`src/rtl/nie_pkg.sv`:
```
// Shared types and constants of the sparse-input network evaluator.
// Used by nie_mac, the top level and the checker.
package nie_pkg;

   localparam int IDX_W  = 10;   // result tag index, covers up to 1024 neurons
   localparam int J_W    = 5;    // output column counter of the dense layers
   localparam int ACT_W  = 13;   // clipped activation, 0 .. 4096
   localparam int SUM_W  = 32;
   localparam int FRAC_W = 12;
   localparam int TERM_W = 34;
   localparam int PROD_W = 46;
   localparam logic [1:0] DRAIN_LAST = 2'd3;
   localparam logic [ACT_W-1:0] ONE_Q12 = 13'd4096;

   typedef enum logic [2:0] {
      FN_LOAD_W = 3'd0,
      FN_LOAD_B = 3'd1,
      FN_RESET  = 3'd2,
      FN_ADD    = 3'd3,
      FN_SUB    = 3'd4,
      FN_EVAL   = 3'd5
   } func_type;

   typedef enum logic [1:0] {
      LAYER_FIRST  = 2'd0,
      LAYER_SECOND = 2'd1,
      LAYER_THIRD  = 2'd2,
      LAYER_FOURTH = 2'd3
   } layer_type;

   typedef enum logic [1:0] {
      K_ADD   = 2'd0,
      K_SUB   = 2'd1,
      K_DENSE = 2'd2
   } kind_type;

   typedef enum logic [2:0] {
      DST_NONE  = 3'd0,
      DST_ACC   = 3'd1,
      DST_ACTB  = 3'd2,
      DST_ACTC  = 3'd3,
      DST_SCORE = 3'd4
   } dest_type;

   typedef struct packed {
      dest_type         dest;
      logic [IDX_W-1:0] idx;
   } tag_type;

   typedef struct packed {
      kind_type                kind;
      logic                    use_run;
      logic signed [SUM_W-1:0] w;
      logic [ACT_W-1:0]        act;
      logic signed [SUM_W-1:0] base;
      tag_type                 tag;
   } mac_cmd_type;

   typedef struct packed {
      logic    valid;
      logic    sat;
      tag_type tag;
   } mac_status_type;

   // Clamp a Q.12 sum to [0.0, 1.0]
   function automatic logic [ACT_W-1:0] clip_relu(input logic signed [SUM_W-1:0] x);
      logic [ACT_W-1:0] r;
      if (x < 0) begin
         r = '0;
      end else if (x > $signed({19'b0, ONE_Q12})) begin
         r = ONE_Q12;
      end else begin
         r = x[ACT_W-1:0];
      end
      return r;
   endfunction

endpackage

```
`src/rtl/nie_mac.sv`:
```
// Shared two-stage multiply/saturating-accumulate unit of the evaluator.
// Depends on nie_pkg for the command, tag and status types.
module nie_mac (
   input  logic                        clock,
   input  logic                        reset,
   input  logic                        cmd_valid,
   input  nie_pkg::mac_cmd_type        cmd,
   output nie_pkg::mac_status_type     stat,
   output logic signed [31:0]          sum
);
   import nie_pkg::*;

   localparam logic signed [TERM_W:0] SAT_HI = 35'sd2147483647;
   localparam logic signed [TERM_W:0] SAT_LO = -35'sd2147483648;

   logic signed [PROD_W-1:0] prod;
   logic signed [TERM_W-1:0] term;
   logic                     v1_ff;
   logic signed [TERM_W-1:0] term_ff;
   logic signed [SUM_W-1:0]  base_ff;
   logic                     use_run_ff;
   tag_type                  tag1_ff;
   logic signed [TERM_W:0]   addend;
   logic signed [TERM_W:0]   wide_sum;
   logic signed [SUM_W-1:0]  run_in;
   logic                     sat_in;
   logic signed [SUM_W-1:0]  run_ff;
   logic                     ov_ff;
   logic                     osat_ff;
   tag_type                  otag_ff;

   // Stage 1: term select; dense term is floor(w * act / 4096)
   always_comb begin
      prod = cmd.w * $signed({1'b0, cmd.act});
      case (cmd.kind)
         K_ADD:   term = TERM_W'(cmd.w);
         K_SUB:   term = -TERM_W'(cmd.w);
         K_DENSE: term = prod[PROD_W-1:FRAC_W];
         default: term = '0;
      endcase
   end

   // Stage 2: add to running sum or base, saturate to 32 bits
   always_comb begin
      addend   = use_run_ff ? (TERM_W+1)'(run_ff) : (TERM_W+1)'(base_ff);
      wide_sum = addend + (TERM_W+1)'(term_ff);
      sat_in   = 1'b0;
      if (wide_sum > SAT_HI) begin
         run_in = SAT_HI[SUM_W-1:0];
         sat_in = 1'b1;
      end else if (wide_sum < SAT_LO) begin
         run_in = SAT_LO[SUM_W-1:0];
         sat_in = 1'b1;
      end else begin
         run_in = wide_sum[SUM_W-1:0];
      end
   end

   // Valid flags
   always_ff @(posedge clock) begin
      if (reset) begin
         v1_ff <= 1'b0;
         ov_ff <= 1'b0;
      end else begin
         v1_ff <= cmd_valid;
         ov_ff <= v1_ff;
      end
   end

   // Payload registers
   always_ff @(posedge clock) begin
      term_ff    <= term;
      base_ff    <= cmd.base;
      use_run_ff <= cmd.use_run;
      tag1_ff    <= cmd.tag;
      otag_ff    <= tag1_ff;
      osat_ff    <= sat_in;
      if (v1_ff) begin
         run_ff <= run_in;
      end
   end

   assign stat.valid = ov_ff;
   assign stat.sat   = osat_ff;
   assign stat.tag   = otag_ff;
   assign sum        = run_ff;

endmodule

```
`config.mk`:
```
export PLATFORM = sky130hd
export DESIGN_NAME = nie_mac
export DESIGN_NICKNAME = d
export VERILOG_FILES = /design/src/rtl/nie_pkg.sv /design/src/rtl/nie_mac.sv
export SDC_FILE = /design/constraint.sdc
export NUM_CORES = 1
export LEC_CHECK = 0
export BUFFER_PORTS_ARGS = -buffer_cell sky130_fd_sc_hd__buf_2
export CAP_MARGIN = 25
export CORE_MARGIN = 5
export CORE_UTILIZATION = 58
export DETAILED_ROUTE_END_ITERATION = 16
export PLACE_DENSITY = 0.8
export SETUP_SLACK_MARGIN = 0.5
export SKIP_CTS_REPAIR_TIMING = 1
export SYNTH_ARGS = -nofsm -noshare
export SYNTH_HDL_FRONTEND = slang
export SYNTH_SLANG_ARGS = --single-unit
```
`constraint.sdc`:
```
create_clock -name clock -period 8.2 [get_ports clock]
set_clock_uncertainty 0.2 [all_clocks]
set_input_delay 1.64 -clock clock [delete_from_list [all_inputs] [get_ports clock]]
set_output_delay 1.64 -clock clock [all_outputs]
set_load 0.03 [all_outputs]
```
=== Word level (Yosys, flattened, before mapping) ===
Index checks and enable logic that the tools add are counted.

* Add/sub/neg operators: 2
* $mul: 1
* Order comparisons: 2
* Eq/ne operators: 2
* Multiplexer cells: 4
* Reductions and logical operators: 1

{| class="wikitable"
|+ Operator list
! operator !! number
|-
| case mux 34 bit (3 select lines) || 1
|-
| multiplier 32 x 14 -> 46 bit || 1
|-
| adder 35 x 34 -> 35 bit || 1
|-
| greater-than comparator 35 x 32 -> 1 bit, second input constant || 1
|-
| < comparator 35 x 32 -> 1 bit, second input constant || 1
|-
| 2-to-1 mux 35 bit || 1
|-
| negator 32 -> 34 bit || 1
|-
| 2-to-1 mux 32 bit || 1
|-
| equality test 2 x 1 -> 1 bit, second input constant || 1
|-
| equality test 2 bit, second input constant || 1
|-
| zero test 2 bit || 1
|-
| 2-to-1 mux 1 bit || 1
|}

* Bits in registers: 128
* Bits of input ports: 96
* Logic and storage cells: 23

=== Depth between registers and ports, before layout ===
Gate-level depths: netlist of run 1.

* Depth in word-level cells: 4
* Depth in mapped cells: 26
* Depth with buffers taken out: 24

=== Least setup slack after synthesis of run 1 ===
OpenSTA, ideal clock, no wires.

* Kind: in2reg
* Start point: in cmd[60] (netlist bit)
* End point: reg term_ff[23]
* Setup time: 0.116 ns
* Arrival: 7.819 ns
* Data required time: 7.884 ns
* Slack: 0.064 ns
* Stages: 23
* Cells stage by stage: clkbuf_1 -> clkbuf_1 -> nand2_1 -> fa_1 -> fa_1 -> inv_1 -> fa_1 -> fa_1 -> fa_1 -> inv_1 -> fa_1 -> inv_1 -> ha_1 -> a21oi_1 -> o21bai_1 -> a2111oi_0 -> o31ai_1 -> a31oi_1 -> o21bai_1 -> a21o_1 -> a21oi_1 -> o211ai_1 -> a41o_1

* Cells in the longest elaborated chain, start to end: 2
* Elaborated cells on any way between the ends: 3
* Classes of those cells: add/sub (1); mul (1); mux (1)

{| class="wikitable"
|+ Ends and longest elaborated chain
! element !! RTL line !! source
|-
| start, declared || nie_mac.sv:7 || <nowiki>input nie_pkg::mac_cmd_type cmd,</nowiki>
|-
| multiplier 32 x 14 -> 46 bit or negator 32 -> 34 bit (tied branches) || nie_mac.sv:34, nie_mac.sv:37 ||
|-
| case mux 34 bit (3 select lines) * || nie_mac.sv:35 || <nowiki>case (cmd.kind)</nowiki>
|-
| net term[23] || nie_mac.sv:17 || <nowiki>logic signed [TERM_W-1:0] term;</nowiki>
|-
| end signal, assigned || nie_mac.sv:72 || <nowiki>term_ff <= term;</nowiki>
|-
| end, declared || nie_mac.sv:19 || <nowiki>logic signed [TERM_W-1:0] term_ff;</nowiki>
|}

Mark *: on every way through the listed nets, which the timed path passes. The rest lies on a longest branch.
A chain may end at the register's enable or synchronous reset.

=== Worst setup path after layout of run 1 ===
* Start point: in cmd[69] (netlist bit)
* End point: reg term_ff[23]

The elaborated chain is that of the path after synthesis.

==> qor.csv, run 1 <==
metric;value;unit
worstSetupStartpointType;input port;
drt_iter0_drc;862;
clockRootBuffer;clkbuf_16;
ys_types;69;
critical_path_class;in -> reg;
ys_ff_latch;128;
clock_sinks;128;
fmax;131;MHz
setup_tns;0;ns
start_util;0.588;
synth_edf_count;32;
dieArea;38800;um2
rrSetupSlack;3.02;ns
crit_path_end_kind;register;
cap_viol_max_count;0;
portBuffers;142;
cts_buffers;17;
cp.required;8.31;ns
finalWirelength;50500;um
drt-vias-per-instance;5.55;
rsz0062_at_grt;yes;
nets;2939;
post-dp-hpwl;41100;um
antenna_found_initial;1;
drc;0;
die_w;197;um
grt_start_max_net_pins;40;
synth_nets;2818;
first_global_vias;16900;
gp_congestion;0.929;
clockBufferDepth;2;
final_area;22700;um2
fin_crit_sh;0.934;
die_h;197;um
layout_commonest_cell;inv_1;
overflow;0;
period_needed;7.66;ns
synth_cells;2205;
htreeDepth;4;
worst_pin_slew;0.936;ns
drv_slew;0;
final_cell_mix;451 x inv_1, 378 x fa_1, 254 x nand2_1;
ys_async_sr_fraction;0;
drt_first_pass_iters;6;
vias;15500;
setup_viol;0;
insertion_delay;0.42;ns
synth_warnings;0;
core;34500;um2
relSlewSlack;0.375;
clk_pin_slew;0.06;ns
final_util;0.656;
row_count;68;
syn_avg_cell_area;9.21;um2
syn_to_final_growth;11.6;%
wire_per_inst;18.0;um
hp-class;reg -> reg;
track_usage;0.264;
layout-drive-gt1-share;0.139;
synthFlopType;dfxtp_1;
critPathArrivalTime;7.76;ns
ant_nets;0;
finalHoldViolCount;0;
syn_area;20300;um2
grt_pass1_wl;83800;um
seq_area_frac_synth;0.142;
status;complete, no violations;
postPlaceCellArea;21700;um2
cp_max_fo;12;
whs;0.123;ns
ios;143;
cts_tree;yes;
registers in the layout, summed over array words and instances, names as in the netlist:
name,count
base_ff,32
stat,13
term_ff,34
use_run_ff,1
tag1_ff,13
sum,32
v1_ff,1
osat_ff,1
ov_ff,1
worst max-delay path: stages:
cell       delay [ns]
buf_4            0.16
and2_4           0.18
fa_1             0.54
inv_1            0.06
fa_1             0.53
inv_1            0.05
fa_1             0.45
fa_1             0.49
fa_1             0.56
inv_1            0.06
fa_1             0.52
inv_1            0.04
ha_1             0.30
a21o_1           0.18
o21bai_2         0.21
a2111oi_4        0.27
buf_4            0.21
o31ai_4          0.08
a31oi_1          0.25
o21bai_1         0.18
a21o_1           0.24
a21oi_2          0.18
o211ai_1         0.11
a41o_1           0.26
per-stage QoR:
step | std cells | setup slack (ns)
6_report | 2798 | 0.542
5_1_grt | 2794 | 0.388
4_1_cts | 2783 | 0.352
3_5_place_dp | 2752 | -0.0789
3_3_place_gp | 2752 | 0.0638
2_1_floorplan | 2205 | 0.476
per-layer routing:
metal | wire length [um] | track usage | up-vias
met5 | 42 | 0.00864 | -
met4 | 1410 | 0.0752 | 2
met3 | 4660 | 0.0532 | 108
met2 | 23500 | 0.430 | 704
met1 | 20800 | 0.363 | 7671
li1 | - | - | 7042
final cells by class:
class,count,area [um2]
multi-input cells,1518,15600
clock buffers,18,429
repair buffers,209,1380
clock inverters,13,113
inverters,452,1700
diodes,5,12.5
flip-flops and latches,128,2880
well taps,455,569
fillers,2675,11900
cell usage after synthesis (7+ instances only):
master	count	area [um2]
inv_1	452	1700
fa_1	378	7570
nand2_1	255	957
and2_1	212	1330
ha_1	139	1740
clkbuf_1	99	372
dfxtp_1	96	1920
a21oi_1	71	355
o21ai_0	71	355
xor2_1	59	517
xnor2_1	44	385
nor2_1	35	131
o22ai_1	34	213
edfxtp_1	32	961
mux2_2	32	360
a21o_1	31	233
nand4_1	12	75.1
nor2b_1	11	68.8
nor3_1	10	50.1
o31ai_1	10	75.1
o21a_1	9	67.6
o21bai_1	9	67.6
a31oi_1	8	50.1
nand3_1	8	40.0
and3_1	7	43.8
cells by family (layout without fill, tap and decap cells):
logic type / count (synthesis) / in the layout / share of synthesized area
AND/OR/NAND/NOR: 577 / 577 / 0.144
other: 0 / 5 / 0
flip-flops: 128 / 128 / 0.142
multiplexers: 33 / 33 / 0.0182
XOR/XNOR: 103 / 103 / 0.0444
buffers and inverters: 559 / 692 / 0.104
adder cells (fa/ha/maj): 517 / 517 / 0.458
AO/OA/AOI/OAI: 288 / 288 / 0.0889
worst paths after layout:
path	startpoint	to	cells after the start
worst max-delay path	cmd[69]	term_ff[23]	24
worst min-delay path	tag1_ff[7]	stat[7]	0
worst max register to register	use_run_ff	sum[7]	14
worst min register to register	tag1_ff[7]	stat[7]	0
Power of run 1 is not shown: default switching activity piles up to over one toggle a cycle in this logic, so the estimate is an artifact.
==> run 2: changes to the inputs <==
Settings changed: PLACE_DENSITY 0.8 to 0.77.
==> run 2 against run 1 <==
  * First-iteration DRC count rose by 15%
  * Die area did not move
  * Critical path depth did not move
  * Design area rose by 1.1%
  * Via count rose by 0.97%
  * Core utilization rose by 0.75 points
  * Largest cell class unchanged
==> qor.csv, run 2 (synthesized netlist as in run 1, its figures left out) <==
metric;value;unit
rsz0062_at_grt;yes;
drc;0;
track_usage;0.260;
whs;0.125;ns
r2r-end;sum[30];
finalWirelength;51900;um
critical_path_class;in -> reg;
cp_num_buf_inv;6;
grt_pass1_wl;82500;um
grt_start_max_net_pins;40;
cp_top_family;adder cells;
hp-class;reg -> reg;
wire_per_inst;18.6;um
startpoint;cmd[63];
fmax;131;MHz
die_w;197;um
critPathArrivalTime;7.70;ns
ant_nets;0;
clock_sinks;128;
cp_max_fo;14;
cts_tree;yes;
holdPathStages;0;
vias;15700;
crit_path_end_kind;register;
critPathSlowestCell;fa_1;
layout_commonest_cell;inv_1;
syn_to_final_growth;12.9;%
relSlewSlack;0.355;
fin_crit_sh;0.934;
rrSetupSlack;3.00;ns
dieArea;38800;um2
antenna_found_initial;0;
drv_slew;0;
worst_pin_slew;0.966;ns
clockBufferDepth;2;
post-dp-hpwl;40000;um
cap_viol_max_count;0;
core;34500;um2
cts_buffers;17;
r2r_cells;14;
final_cell_mix;445 x inv_1, 374 x fa_1, 254 x nand2_1;
row_count;68;
setup_tns;0;ns
finalHoldViolCount;0;
setup_viol;0;
top_register;term_ff;
cpPeakStageDelay;0.54;ns
nets;2935;
cp-endpoint;term_ff[27];
drt_iter0_drc;987;
path_depth;24;
drt_first_pass_iters;5;
insertion_delay;0.42;ns
gp_congestion;0.975;
crit_top_cell;fa_1;
overflow;0;
cp.required;8.25;ns
layout-drive-gt1-share;0.146;
portBuffers;142;
postPlaceCellArea;21600;um2
die_h;197;um
first_global_vias;16700;
rr_startpoint;use_run_ff;
status;complete, no violations;
clk_pin_slew;0.05;ns
final_area;22900;um2
htreeDepth;4;
period_needed;7.66;ns
drt-vias-per-instance;5.62;
ios;143;
largest_reg_flops;34;
cp_cell_sequence;buf_2 > buf_6 > and2_1 > fa_1 > inv_1 > fa_1 > inv_1 > fa_1 > ha_4 > fa_1 > inv_1 > fa_1 > inv_1 > ha_1 > a211oi_1 > nand2_1 > a21oi_1 > or4b_2 > nand2_1 > a32o_2 > o41ai_4 > o221ai_2 > xnor2_1 > o22ai_1;
worstSetupStartpointType;input port;
start_util;0.588;
clockRootBuffer;clkbuf_16;
-- run 2: changes by cell type in the layout (fill, tap and decap cells not counted), sizes merged --
| cell | previous run | this run |
|---|---|---|
| buf | 202 | 185 |
| clkbuf | 25 | 40 |
| diode | 5 | 2 |
| inv | 457 | 454 |
| clkinvlp | 2 | 4 |
| bufinv | 1 | 2 |
| clkinv | 5 | 4 |
-- run 2: routing by layer --
metal,part of all wire,up-vias,GRT usage
met4,0.023,0,0.0647
met1,0.41,7762,0.360
li1,-,7041,-
met2,0.48,767,0.425
met5,0,-,0
met3,0.092,108,0.0519
-- run 2: worst min path at each step --
stage | slack [ns] | to | from
floorplan | 0.11 | stat[0] | tag1_ff[0]
global placement | 0.11 | stat[7] | tag1_ff[7]
detailed placement | 0.11 | stat[0] | tag1_ff[0]
CTS | 0.13 | stat[10] | tag1_ff[10]
global route | 0.13 | stat[0] | tag1_ff[0]
finish | 0.13 | stat[6] | tag1_ff[6]
-- run 2: metrics by stage --
step           setup slack (ns)  utilization  instances
6_report                  0.543        0.663       2792
5_1_grt                   0.246        0.663       2790
4_1_cts                   0.378        0.643       2776
3_5_place_dp            -0.0400        0.626       2744
3_3_place_gp             0.0646        0.626       2744
2_1_floorplan             0.476            -       2205
-- run 2: final cells by class --
| type | instances | area, um2 |
|---|---|---|
| multi-input cells | 1518 | 15700 |
| fillers | 2583 | 11600 |
| flip-flops and latches | 128 | 2880 |
| inverters | 452 | 1700 |
| repair buffers | 205 | 1490 |
| well taps | 455 | 569 |
| clock buffers | 20 | 467 |
| clock inverters | 12 | 133 |
| diodes | 2 | 5.00 |
-- run 2: worst reg2reg max path: stages (launching register included) --
cell and delay, ns:
dfxtp_1 0.31, buf_4 0.39, mux2_2 0.40, ha_1 0.23, fa_1 0.42, a21oi_1 0.23
o22ai_1 0.15, o2111ai_1 0.31, a32oi_1 0.26, a21o_1 0.30, a31oi_1 0.31, o21a_1 0.22
o22a_1 0.24, o21a_1 0.71, o21ai_0 0.24
Power of run 2 is left out for the same reason.
